**config.mk**
```make
export PLATFORM = sky130hd
export DESIGN_NAME = utf8_to_utf16le_transcoder_core_flat
export DESIGN_NICKNAME = d
export VERILOG_FILES = /design/src/rtl/utf_pkg.sv /design/src/rtl/utf_if.sv /design/src/rtl/utf_dec.sv /design/src/rtl/utf_oreg.sv /design/src/rtl/utf8_to_utf16le_transcoder_core.sv /design/src/flat_wrapper.sv
export SDC_FILE = /design/constraint.sdc
export NUM_CORES = 1
export LEC_CHECK = 0
export BUFFER_PORTS_ARGS = -buffer_cell sky130_fd_sc_hd__buf_4
export CAP_MARGIN = 20
export CELL_PAD_IN_SITES_DETAIL_PLACEMENT = 1
export CELL_PAD_IN_SITES_GLOBAL_PLACEMENT = 2
export CORE_ASPECT_RATIO = 0.8
export CORE_MARGIN = 4
export CORE_UTILIZATION = 35
export DETAILED_ROUTE_END_ITERATION = 8
export GPL_TIMING_DRIVEN = 0
export MAX_ROUTING_LAYER = met4
export PLACE_DENSITY_LB_ADDON = 0.1
export SLEW_MARGIN = 20
export SYNTH_ARGS = -nofsm -noshare
export SYNTH_HDL_FRONTEND = slang
export SYNTH_HIERARCHICAL = 1
export SYNTH_SLANG_ARGS = --single-unit
```
**constraint.sdc**
```tcl
create_clock -name i_clk -period 10.5 [get_ports i_clk]
set_input_delay 2.1 -clock i_clk [delete_from_list [all_inputs] [get_ports i_clk]]
set_output_delay 2.1 -clock i_clk [all_outputs]
set_load 0.02 [all_outputs]
```
**src/rtl/utf_pkg.sv**
```systemverilog
// Shared types and constants for the UTF-8 to UTF-16LE transcoder.
package utf_pkg;

    localparam int unsigned ACC_W  = 24;
    localparam int unsigned LEFT_W = 2;

    localparam logic [7:0] ASCII_LIMIT = 8'h80;
    localparam logic [7:0] LEAD2_BASE  = 8'hC0;
    localparam logic [7:0] LEAD3_BASE  = 8'hE0;
    localparam logic [7:0] LEAD4_BASE  = 8'hF0;
    localparam logic [7:0] LEAD_BAD    = 8'hF8;

    localparam logic [LEFT_W-1:0] LEFT_NONE  = 2'd0;
    localparam logic [LEFT_W-1:0] LEFT_ONE   = 2'd1;
    localparam logic [LEFT_W-1:0] LEFT_TWO   = 2'd2;
    localparam logic [LEFT_W-1:0] LEFT_THREE = 2'd3;

    typedef struct packed {
        logic [7:0] low_byte;
        logic [7:0] high_byte;
        logic       bad_sequence;
        logic       text_done;
    } t_result;

    typedef struct packed {
        logic    emit;
        t_result res;
    } t_step;

endpackage

```
**src/rtl/utf_if.sv**
```systemverilog
// Valid/ready channel interfaces for UTF-8 bytes in and UTF-16 code units out.
interface utf_byte_if;
    logic       valid;
    logic       ready;
    logic [7:0] in_byte;
    logic       end_of_text;

    modport source (output valid, output in_byte, output end_of_text, input ready);
    modport sink   (input valid, input in_byte, input end_of_text, output ready);
endinterface

interface utf_unit_if;
    logic       valid;
    logic       ready;
    logic [7:0] low_byte;
    logic [7:0] high_byte;
    logic       bad_sequence;
    logic       text_done;

    modport source (output valid, output low_byte, output high_byte,
                    output bad_sequence, output text_done, input ready);
    modport sink   (input valid, input low_byte, input high_byte,
                    input bad_sequence, input text_done, output ready);
endinterface

```
**src/rtl/utf_dec.sv**
```systemverilog
// Sequence decoder: accumulator, remaining-byte count and error flag per transfer.
module utf_dec (
    input  logic                i_clk,
    input  logic                i_rst_n,
    input  logic                i_accept,
    input  logic [7:0]          i_in_byte,
    input  logic                i_end_of_text,
    output utf_pkg::t_step      o_step
);

    logic signed [utf_pkg::ACC_W-1:0]  r_acc, n_acc;
    logic        [utf_pkg::LEFT_W-1:0] r_left, n_left;
    logic                              r_doomed, n_doomed;

    logic signed [utf_pkg::ACC_W-1:0]  w_cont;
    logic signed [utf_pkg::ACC_W-1:0]  w_acc_next;
    logic        [utf_pkg::LEFT_W-1:0] w_left_dec;
    logic                              w_bad;

    // byte - 128 is the byte with its top bit flipped, read as signed
    assign w_cont = utf_pkg::ACC_W'($signed({~i_in_byte[7], i_in_byte[6:0]}));
    assign w_acc_next = r_doomed ? r_acc : ((r_acc <<< 6) + w_cont);
    assign w_left_dec = r_left - utf_pkg::LEFT_W'(1);
    assign w_bad = r_doomed || (w_acc_next[utf_pkg::ACC_W-1:16] != '0);

    always_comb begin
        n_acc    = r_acc;
        n_left   = r_left;
        n_doomed = r_doomed;
        o_step   = '0;
        if (r_left == utf_pkg::LEFT_NONE) begin
            priority if (i_in_byte < utf_pkg::ASCII_LIMIT) begin
                o_step.emit          = 1'b1;
                o_step.res.low_byte  = i_in_byte;
                o_step.res.text_done = i_end_of_text;
            end else begin
                priority if (i_in_byte < utf_pkg::LEAD2_BASE) begin
                    n_doomed = 1'b1;
                    n_left   = utf_pkg::LEFT_ONE;
                    n_acc    = '0;
                end else if (i_in_byte < utf_pkg::LEAD3_BASE) begin
                    n_acc  = utf_pkg::ACC_W'(i_in_byte[4:0]);
                    n_left = utf_pkg::LEFT_ONE;
                end else if (i_in_byte < utf_pkg::LEAD4_BASE) begin
                    n_acc  = utf_pkg::ACC_W'(i_in_byte[3:0]);
                    n_left = utf_pkg::LEFT_TWO;
                end else if (i_in_byte < utf_pkg::LEAD_BAD) begin
                    n_acc  = utf_pkg::ACC_W'(i_in_byte[2:0]);
                    n_left = utf_pkg::LEFT_THREE;
                end else begin
                    n_doomed = 1'b1;
                    n_left   = utf_pkg::LEFT_THREE;
                    n_acc    = '0;
                end
                if (i_end_of_text) begin
                    n_acc                   = '0;
                    n_left                  = utf_pkg::LEFT_NONE;
                    n_doomed                = 1'b0;
                    o_step.emit             = 1'b1;
                    o_step.res.bad_sequence = 1'b1;
                    o_step.res.text_done    = 1'b1;
                end
            end
        end else begin
            n_acc  = w_acc_next;
            n_left = w_left_dec;
            if (w_left_dec == utf_pkg::LEFT_NONE) begin
                n_acc                   = '0;
                n_doomed                = 1'b0;
                o_step.emit             = 1'b1;
                o_step.res.bad_sequence = w_bad;
                o_step.res.text_done    = i_end_of_text;
                if (!w_bad) begin
                    o_step.res.low_byte  = w_acc_next[7:0];
                    o_step.res.high_byte = w_acc_next[15:8];
                end
            end else if (i_end_of_text) begin
                n_acc                   = '0;
                n_left                  = utf_pkg::LEFT_NONE;
                n_doomed                = 1'b0;
                o_step.emit             = 1'b1;
                o_step.res.bad_sequence = 1'b1;
                o_step.res.text_done    = 1'b1;
            end
        end
    end

    always_ff @(posedge i_clk) begin
        if (!i_rst_n) begin
            r_acc    <= '0;
            r_left   <= utf_pkg::LEFT_NONE;
            r_doomed <= 1'b0;
        end else if (i_accept) begin
            r_acc    <= n_acc;
            r_left   <= n_left;
            r_doomed <= n_doomed;
        end
    end

endmodule

```
**src/rtl/utf_oreg.sv**
```systemverilog
// Result register: holds one code unit until the receiver takes the transfer.
module utf_oreg (
    input  logic              i_clk,
    input  logic              i_rst_n,
    input  logic              i_load,
    input  utf_pkg::t_result  i_res,
    input  logic              i_out_ready,
    output logic              o_valid,
    output utf_pkg::t_result  o_res,
    output logic              o_can_take
);

    logic             r_valid, n_valid;
    utf_pkg::t_result r_res;

    assign o_can_take = !r_valid || i_out_ready;

    always_comb begin
        n_valid = r_valid;
        if (i_load) begin
            n_valid = 1'b1;
        end else if (i_out_ready) begin
            n_valid = 1'b0;
        end
    end

    always_ff @(posedge i_clk) begin
        if (!i_rst_n) begin
            r_valid <= 1'b0;
        end else begin
            r_valid <= n_valid;
        end
    end

    always_ff @(posedge i_clk) begin
        if (i_load) begin
            r_res <= i_res;
        end
    end

    assign o_valid = r_valid;
    assign o_res   = r_res;

endmodule

```
**src/rtl/utf8_to_utf16le_transcoder_core.sv**
```systemverilog
// Top level of the UTF-8 to UTF-16LE transcoder.
//
// Input channel i_in carries one UTF-8 byte per transfer plus end_of_text,
// which marks the last byte of a text. Output channel o_out carries one
// UTF-16 code unit as low_byte and high_byte, with bad_sequence for a
// malformed, out-of-range or truncated sequence and text_done for the
// result that closes the text. Both channels are valid/ready.
// A byte that completes a sequence (or an error) produces its result on
// o_out in the cycle after its transfer; bytes in the middle of a sequence
// produce nothing. One byte is taken every cycle while o_out is not
// stalled: the decoder updates its accumulator in a single pass and the
// result register refills in the same cycle that it drains, so throughput
// is one byte per cycle. When the receiver stalls, the held result stays
// on o_out and i_in.ready drops while a result is held and o_out.ready is
// low, also for bytes that would produce nothing.
// Reset (synchronous, active low) empties the result register and returns
// the decoder to waiting for a lead byte.
module utf8_to_utf16le_transcoder_core (
    input  logic              i_clk,
    input  logic              i_rst_n,
    utf_byte_if.sink          i_in,
    utf_unit_if.source        o_out
);

    logic             w_can_take;
    logic             w_accept;
    logic             w_out_valid;
    utf_pkg::t_step   w_step;
    utf_pkg::t_result w_out_res;

    assign i_in.ready = w_can_take;
    assign w_accept   = i_in.valid && w_can_take;

    utf_dec u_dec (
        .i_clk         (i_clk),
        .i_rst_n       (i_rst_n),
        .i_accept      (w_accept),
        .i_in_byte     (i_in.in_byte),
        .i_end_of_text (i_in.end_of_text),
        .o_step        (w_step)
    );

    utf_oreg u_oreg (
        .i_clk       (i_clk),
        .i_rst_n     (i_rst_n),
        .i_load      (w_accept && w_step.emit),
        .i_res       (w_step.res),
        .i_out_ready (o_out.ready),
        .o_valid     (w_out_valid),
        .o_res       (w_out_res),
        .o_can_take  (w_can_take)
    );

    assign o_out.valid        = w_out_valid;
    assign o_out.low_byte     = w_out_res.low_byte;
    assign o_out.high_byte    = w_out_res.high_byte;
    assign o_out.bad_sequence = w_out_res.bad_sequence;
    assign o_out.text_done    = w_out_res.text_done;

endmodule
```
**src/flat_wrapper.sv**
```systemverilog
// flat-port wrapper written by rule: the top's interface ports become plain ports
module utf8_to_utf16le_transcoder_core_flat 
  (i_clk, i_rst_n, i_in_valid, i_in_in_byte, i_in_end_of_text, i_in_ready, o_out_valid, o_out_low_byte, o_out_high_byte, o_out_bad_sequence, o_out_text_done, o_out_ready);
  utf_byte_if i_in_i ();
  utf_unit_if o_out_i ();
  input  logic i_clk;
  input  logic i_rst_n;
  input wire logic [$bits(i_in_i.valid)-1:0] i_in_valid;
  input wire logic [$bits(i_in_i.in_byte)-1:0] i_in_in_byte;
  input wire logic [$bits(i_in_i.end_of_text)-1:0] i_in_end_of_text;
  output wire logic [$bits(i_in_i.ready)-1:0] i_in_ready;
  output wire logic [$bits(o_out_i.valid)-1:0] o_out_valid;
  output wire logic [$bits(o_out_i.low_byte)-1:0] o_out_low_byte;
  output wire logic [$bits(o_out_i.high_byte)-1:0] o_out_high_byte;
  output wire logic [$bits(o_out_i.bad_sequence)-1:0] o_out_bad_sequence;
  output wire logic [$bits(o_out_i.text_done)-1:0] o_out_text_done;
  input wire logic [$bits(o_out_i.ready)-1:0] o_out_ready;
  assign i_in_i.valid = i_in_valid;
  assign i_in_i.in_byte = i_in_in_byte;
  assign i_in_i.end_of_text = i_in_end_of_text;
  assign i_in_ready = i_in_i.ready;
  assign o_out_valid = o_out_i.valid;
  assign o_out_low_byte = o_out_i.low_byte;
  assign o_out_high_byte = o_out_i.high_byte;
  assign o_out_bad_sequence = o_out_i.bad_sequence;
  assign o_out_text_done = o_out_i.text_done;
  assign o_out_i.ready = o_out_ready;
  utf8_to_utf16le_transcoder_core u_core (.i_clk(i_clk), .i_rst_n(i_rst_n), .i_in(i_in_i), .o_out(o_out_i));
endmodule
```
==> impl_metrics.py, run 1 <==
metrics = {
    "routing": {
        "vias_per_cell": 5.57,
        "drt-total-wl_um": 9340,
        "drt_iter0_markers": 137,
        "wl_per_cell_um": 18.8,
        "vias": 2761,
        "drc_errors": 0,
        "ant_nets": 0,
        "firstDrtPassIters": 5,
    },
    "power": {
        "clockPowerShare_pct": 29.8,
        "p_per_area_nw_per_um2": 120,
        "p_int_mw": 0.287,
        "swShare_pct": 32.5,
        "p_seq_share_pct": 44.8,
        "p_leak_nw": 1.38,
        "p_comb_share_pct": 25.4,
        "p_sw_mw": 0.138,
        "worst_ir_drop_vdd_uv": 51.6,
    },
    "global_route": {
        "grt_antenna_before_repair": 0,
        "grt_max_degree": 20,
        "grt_usage_pct": 18.8,
        "grt-ovfl-total": 0,
        "grt_pass1_wl_um": 14700,
        "grt_pass1_vias": 2610,
    },
    "sta": {
        "rsz0062_at_grt": "false",
        "clock.fmax_ghz": 0.191,
        "post-route-min-period_ps": 5240,
        "setup_viol": 0,
        "hold_violations": 0,
        "finClkSkew_ps": 9.05,
        "slew_headroom_pct": 47.1,
        "drv_slew": 0,
        "finalCritPeriodShare_pct": 49.9,
        "worst_pin_slew_ps": 793,
        "tns_ps": 0,
    },
    "clocking": {
        "numCtsBuffers": 5,
        "h-tree-depth": 2,
        "cts_sinks": 44,
        "cts_resized": 0,
        "cts_post_setup_buffers_inserted": 0,
        "clock-root-buffer": "clkbuf_8",
        "clock_path_buffers": 2,
        "insertion_delay_ps": 310,
        "clk_pin_slew_ps": 90,
        "cts_tree": "yes",
        "postCtsHoldBufs": 0,
    },
    "floorplan": {
        "fp.dieH_um": 91.4,
        "num_rows": 30,
        "die_x_um": 112,
        "ios": 33,
        "dieArea_um2": 10300,
        "start_util_pct": 35.9,
        "coreArea_um2": 8480,
    },
    "setup_path": {
        "cp.required_ps": 10610,
        "critPathTopFamily": "compound AO/OA/AOI/OAI gates",
        "cp_slowest_cell": "inv_1",
        "critPathBufInv": 2,
        "critPathMaxFanout": 18,
        "critical_path.cell_chain": "buf_4 > inv_1 > ha_1 > o21ai_0 > a211oi_1 > a21oi_1 > a31oi_1 > mux2i_1 > nand3_1 > o21ai_0",
        "crit_path_end_kind": "register",
        "cpPeakStageDelay_ps": 560,
        "crit_top_cell": "o21ai_0",
        "crit_arrival_ps": 5350,
        "start_kind": "input port",
        "critPathKind": "in2reg",
    },
    "final_layout": {
        "postLayoutCoreUtil_pct": 41.6,
        "fillers": 1029,
        "instances_no_fill": 496,
        "layout-drive-gt1-share_pct": 16.7,
        "final_common_cell": "nor2_1",
        "final_nets": 416,
        "area_delta_synth_final_pct": 15.9,
        "final_cell_mix": "41 x nor2_1, 32 x buf_4, 28 x nand2_1",
        "num_antenna_cells": 0,
    },
    "yosys": {
        "synth_edf_count": 18,
        "synthesis.area_um2": 3040,
        "ys_ff_latch": 44,
        "yosysUniqueCellTypes": 65,
        "syn_avg_cell_area_um2": 8.82,
        "syn_nets": 378,
        "yosysWarnings": 6,
        "synthCells": 345,
        "synth-async-reset-ratio_pct": 0,
        "seq_area_frac_synth_pct": 34.9,
        "synth_ff_type": "dfxtp_1",
    },
    "place": {
        "place.gp.congestion": 0.818,
        "place_inst": 488,
        "hpwlAfterDp_um": 7530,
        "port-buffer-count": 31,
    },
    "run_status": {
        "run_status": "complete, no violations",
    },
    "flow_run": {
        "maxCapViolCount": 0,
    },
    "min_path": {
        "hp-class": "reg2reg",
    },
}
## stage by stage
stage | instance area [um^2] | setup slack, ps | power, mW | hold WS [ps]
final | 3530 | 5260 | 0.425 | 487
after global routing | 3530 | 5020 | 0.447 | 519
after CTS | 3530 | 5210 | 0.428 | 496
after detailed placement | 3420 | 4900 | 0.302 | 482
after global placement | 3420 | 4890 | 0.301 | 462
after floorplan | 3040 | 5690 | 0.265 | 436
## logic make-up (layout without fill, tap and decap cells)
kind of cell	after synthesis	after routing	synth area share (%)
simple gates	127	127	21.4
flops	44	44	34.9
mux	10	10	3.33
fa+ha+maj	20	20	8.47
xor+xnor	12	12	3.45
buf+inv	24	63	3.41
compound gates	108	108	25.1
## worst reg2reg max path: stages (launching register included)
cell and delay [ps]:
dfxtp_1 330, ha_1 230, fa_1 440, a211oi_2 270, o211ai_2 210, and3_4 230, or4_4 450, a211oi_4 460
nand3_2 160, o221a_1 230
## state kept, by name (all words and copies together), names as in the netlist
register	count
u_core/u_dec/r_left	2
u_core/u_oreg/o_valid	1
u_core/u_oreg/o_res	18
u_core/u_dec/r_acc	22
u_core/u_dec/r_doomed	1
## cells in the mapped netlist (2+ instances only)
cell | n | area, um^2
a211oi_1 | 4 | 30.0
a21o_1 | 5 | 37.5
nor3_1 | 15 | 75.1
a211oi_2 | 3 | 37.5
a22oi_1 | 14 | 105
and3_1 | 3 | 18.8
a2bb2oi_1 | 4 | 35.0
nand2_1 | 28 | 105
dfxtp_1 | 26 | 521
or3_1 | 2 | 12.5
xor2_1 | 6 | 52.6
mux2i_1 | 9 | 90.1
a31oi_1 | 2 | 12.5
clkbuf_1 | 8 | 30.0
a31o_2 | 2 | 17.5
nor2b_1 | 6 | 37.5
a21oi_1 | 25 | 125
inv_1 | 10 | 37.5
ha_1 | 19 | 238
nand4_1 | 9 | 56.3
buf_2 | 2 | 10.0
and4_1 | 2 | 17.5
nand3_1 | 5 | 25.0
xnor2_1 | 6 | 52.6
o21ai_0 | 22 | 110
a21oi_2 | 2 | 17.5
and2_1 | 3 | 18.8
edfxtp_1 | 18 | 541
nor2_1 | 41 | 154
o211ai_1 | 7 | 52.6
a21boi_2 | 2 | 22.5
nor3b_1 | 2 | 15.0
## power groups by stage
stage               clock network (mW)  logic [mW]  registers [mW]
floorplan                            0      0.0658           0.199
global placement                     0       0.107           0.194
detailed placement                   0       0.107           0.194
CTS                              0.129       0.108           0.190
global route                     0.137       0.118           0.191
finish                           0.126       0.108           0.190
## layer usage
metal / up-vias / track usage, % / wire (um)
met5: - / - / 0
met4: 0 / 2.70 / 34
met3: 6 / 3.86 / 622
met2: 60 / 25.7 / 3830
met1: 1325 / 28.8 / 4850
li1: 1370 / - / -
## layout make-up
cell class | instances | area (um^2) | share of cell area, %
Buffer | 13 | 62.6 | 1.77
Clock buffer | 6 | 93.8 | 2.66
Clock inverter | 2 | 16.3 | 0.461
Inverter | 11 | 41.3 | 1.17
Multi-Input combinational cell | 277 | 1880 | 53.3
Sequential cell | 44 | 1060 | 30.1
Tap cell | 112 | 140 | 3.97
Timing Repair Buffer | 31 | 233 | 6.60
## final timing paths
| kind | start | end | slack [ps] | cells after the start |
|---|---|---|---|---|
| setup / recovery | i_in_in_byte[7] | u_core/u_oreg/o_res[15] | 5260 | 10 |
| hold / removal | u_core/u_dec/r_acc[4] | u_core/u_dec/r_acc[4] | 490 | 2 |
| setup reg to reg | u_core/u_dec/r_acc[0] | u_core/u_oreg/o_res[1] | 7260 | 9 |
| hold reg to reg | u_core/u_dec/r_acc[4] | u_core/u_dec/r_acc[4] | 490 | 2 |
Note: power is estimated with default switching activity, not from simulation.
==> inputs of run 2 (changes only) <==
Settings changed: ABC_AREA set to 1, CORE_UTILIZATION 35 to 30.
Clock period 10.5 ns to 4.45 ns, I/O delays scaled along.
==> run 2 against run 1 <==
Effect of this change:
- hold slack got worse by 17 ps
- critical path type unchanged
- critical endpoint is now u_core/u_oreg/o_res[1]
- global-route usage fell by 0.71 points
- highest routed layer unchanged
- critical path depth rose by 5
- combinational power rose by 140%
- largest cell class unchanged
==> impl_metrics.py, run 2 <==
metrics = {
    "sta": {
        "slew_headroom_pct": 56.4,
        "tns_ps": 0,
        "final.setup.worst_slack_ps": 1020,
        "post-route-min-period_ps": 3430,
        "clock.fmax_ghz": 0.291,
        "finClkSkew_ps": 4.69,
        "hold_violations": 0,
        "worst_pin_slew_ps": 653,
        "whs_ps": 470,
        "drv_slew": 0,
        "finalCritPeriodShare_pct": 77.1,
        "rsz0062_at_grt": "false",
        "setup_viol": 0,
    },
    "final_layout": {
        "final_nets": 542,
        "postLayoutCoreUtil_pct": 36.6,
        "num_antenna_cells": 0,
        "fillers": 1342,
        "multi_input_area_um2": 1880,
        "area_delta_synth_final_pct": 17.7,
        "final_common_cell": "nand2_1",
        "largest_register_ffs": 22,
        "instances_no_fill": 650,
        "seq_area_um2": 1060,
        "layout-drive-gt1-share_pct": 14.9,
        "top_register": "u_core/u_dec/r_acc",
        "final_cell_mix": "156 x nand2_1, 58 x inv_1, 33 x buf_4, 33 x nand3_1, 32 x nor2_1",
    },
    "routing": {
        "drt_iter0_markers": 166,
        "drc_errors": 0,
        "vias": 3109,
        "vias_per_cell": 4.78,
        "firstDrtPassIters": 4,
        "drt-total-wl_um": 10300,
        "ant_nets": 0,
        "wl_per_cell_um": 15.8,
    },
    "floorplan": {
        "fp.dieH_um": 100,
        "dieArea_um2": 12400,
        "coreArea_um2": 10300,
        "ios": 33,
        "die_x_um": 124,
        "num_rows": 33,
        "start_util_pct": 31.1,
    },
    "setup_path": {
        "endpoint": "u_core/u_oreg/o_res[1]",
        "reg2reg_to": "u_core/u_oreg/o_res[1]",
        "crit_arrival_ps": 3480,
        "critPathMaxFanout": 17,
        "worstSetupStartpoint": "i_in_in_byte[7]",
        "crit-reg2reg-launch": "u_core/u_dec/r_acc[0]",
        "cp.required_ps": 4500,
        "crit_path_end_kind": "register",
        "r2r_slack_ps": 1800,
        "r2r_cells": 12,
        "start_kind": "input port",
        "critPathKind": "in2reg",
    },
    "clocking": {
        "postCtsHoldBufs": 0,
        "clock_path_buffers": 2,
        "cts_post_setup_buffers_inserted": 0,
        "insertion_delay_ps": 290,
        "numCtsBuffers": 5,
        "cts_resized": 0,
        "cts_tree": "yes",
        "h-tree-depth": 2,
        "cts_sinks": 44,
        "clk_pin_slew_ps": 70,
        "clock-root-buffer": "clkbuf_16",
    },
    "power": {
        "p_per_area_nw_per_um2": 287,
        "worst_ir_drop_vdd_uv": 139,
        "p_leak_nw": 1.80,
    },
    "yosys": {
        "syn_nets": 503,
        "synthCells": 470,
        "syn_avg_cell_area_um2": 6.82,
        "synthesis.area_um2": 3210,
        "synth_top_area_share_pct": 18.3,
        "synth.area.top_cells": "nand2_1 18%, edfxtp_1 17%, dfxtp_1 16%",
        "ys_ff_latch": 44,
        "synth.most_common_cell": "nand2_1",
        "yosysWarnings": 6,
        "synth_ff_type": "dfxtp_1",
        "yosysUniqueCellTypes": 37,
        "yosysTopAreaCell": "nand2_1",
        "synth_edf_count": 18,
        "seq_area_frac_synth_pct": 33.1,
        "synth_common_cells": "156 x nand2_1, 58 x inv_1, 33 x nand3_1",
        "synth-async-reset-ratio_pct": 0,
    },
    "global_route": {
        "grt-ovfl-total": 0,
        "grt_max_degree": 20,
        "grt_antenna_before_repair": 0,
        "grt_usage_pct": 18.1,
        "grt_pass1_vias": 3176,
        "grt_pass1_wl_um": 16900,
    },
    "place": {
        "place_inst": 642,
        "pre_cts_slack_ps": 691,
        "place.gp.congestion": 0.854,
        "hpwlAfterDp_um": 8410,
        "port-buffer-count": 32,
    },
    "min_path": {
        "hp-class": "reg2reg",
    },
    "flow_run": {
        "maxCapViolCount": 0,
    },
    "run_status": {
        "run_status": "complete, no violations",
    },
}
-- run 2: layout make-up --
cell class                      count  share of cell area [%]
Multi-Input combinational cell    356                    49.9
Sequential cell                    44                    28.1
Timing Repair Buffer               32                    6.36
Inverter                           59                    5.87
Tap cell                          140                    4.64
Clock buffer                        5                    3.31
Buffer                             11                    1.26
Clock inverter                      3                   0.597
-- run 2: logic make-up (layout without fill, tap and decap cells) --
logic type               count (synthesis)  in the layout  synth area share (%)
adder cells (fa/ha/maj)                 20             20                  8.04
multiplexers                             1              1                 0.312
AO/OA/AOI/OAI                           62             62                  10.9
flip-flops                              44             44                  33.1
XOR/XNOR                                 4              4                  1.09
buffers and inverters                   70            110                  8.39
AND/OR/NAND/NOR                        269            269                  38.2
-- run 2: layer usage --
| layer | wire [um] | vias up | share of wire (%) | track usage (%) |
|---|---|---|---|---|
| li1 | - | 1609 | - | - |
| met1 | 5490 | 1455 | 53 | 27.2 |
| met2 | 4350 | 40 | 42 | 25.8 |
| met3 | 363 | 5 | 3.5 | 2.92 |
| met4 | 67 | 0 | 0.65 | 3.06 |
| met5 | 0 | - | 0 | - |
-- run 2: worst min path at each step --
| stage | start | to | slack (ps) | cells past startpoint |
|---|---|---|---|---|
| global placement | u_core/u_dec/r_acc[23] | u_core/u_dec/r_acc[23] | 450 | 2 |
| CTS | u_core/u_dec/r_acc[21] | u_core/u_dec/r_acc[21] | 470 | 2 |
| detailed placement | u_core/u_dec/r_acc[21] | u_core/u_dec/r_acc[21] | 460 | 2 |
| finish | u_core/u_dec/r_acc[21] | u_core/u_dec/r_acc[21] | 470 | 2 |
| floorplan | u_core/u_dec/r_acc[21] | u_core/u_dec/r_acc[21] | 440 | 2 |
| global route | u_core/u_dec/r_acc[21] | u_core/u_dec/r_acc[21] | 500 | 2 |
-- run 2: stage by stage --
step	instance area (um^2)	power, mW
finish	3770	1.09
CTS	3770	1.10
global placement	3620	0.714
floorplan	3210	0.629
detailed placement	3620	0.717
global route	3770	1.15
-- run 2: report_power, final --
group	internal, mW	switching, mW	leakage (nW)	total, mW
clock	0.210	0.169	0.0703	0.378
sequential	0.442	0.00991	0.388	0.452
combinational	0.0834	0.171	1.35	0.255
-- run 2: worst max-delay path, stage by stage --
cell     delay [ps]
buf_4           140
inv_1           480
ha_1            390
a21oi_1         260
nor2_1           70
nor2_1          120
nand2_1         140
nand2_1         110
nand2_1          60
nand2_1          50
nand3_1         100
nand2_1         130
nand3_4         190
nor2_8          240
nor2_1           60
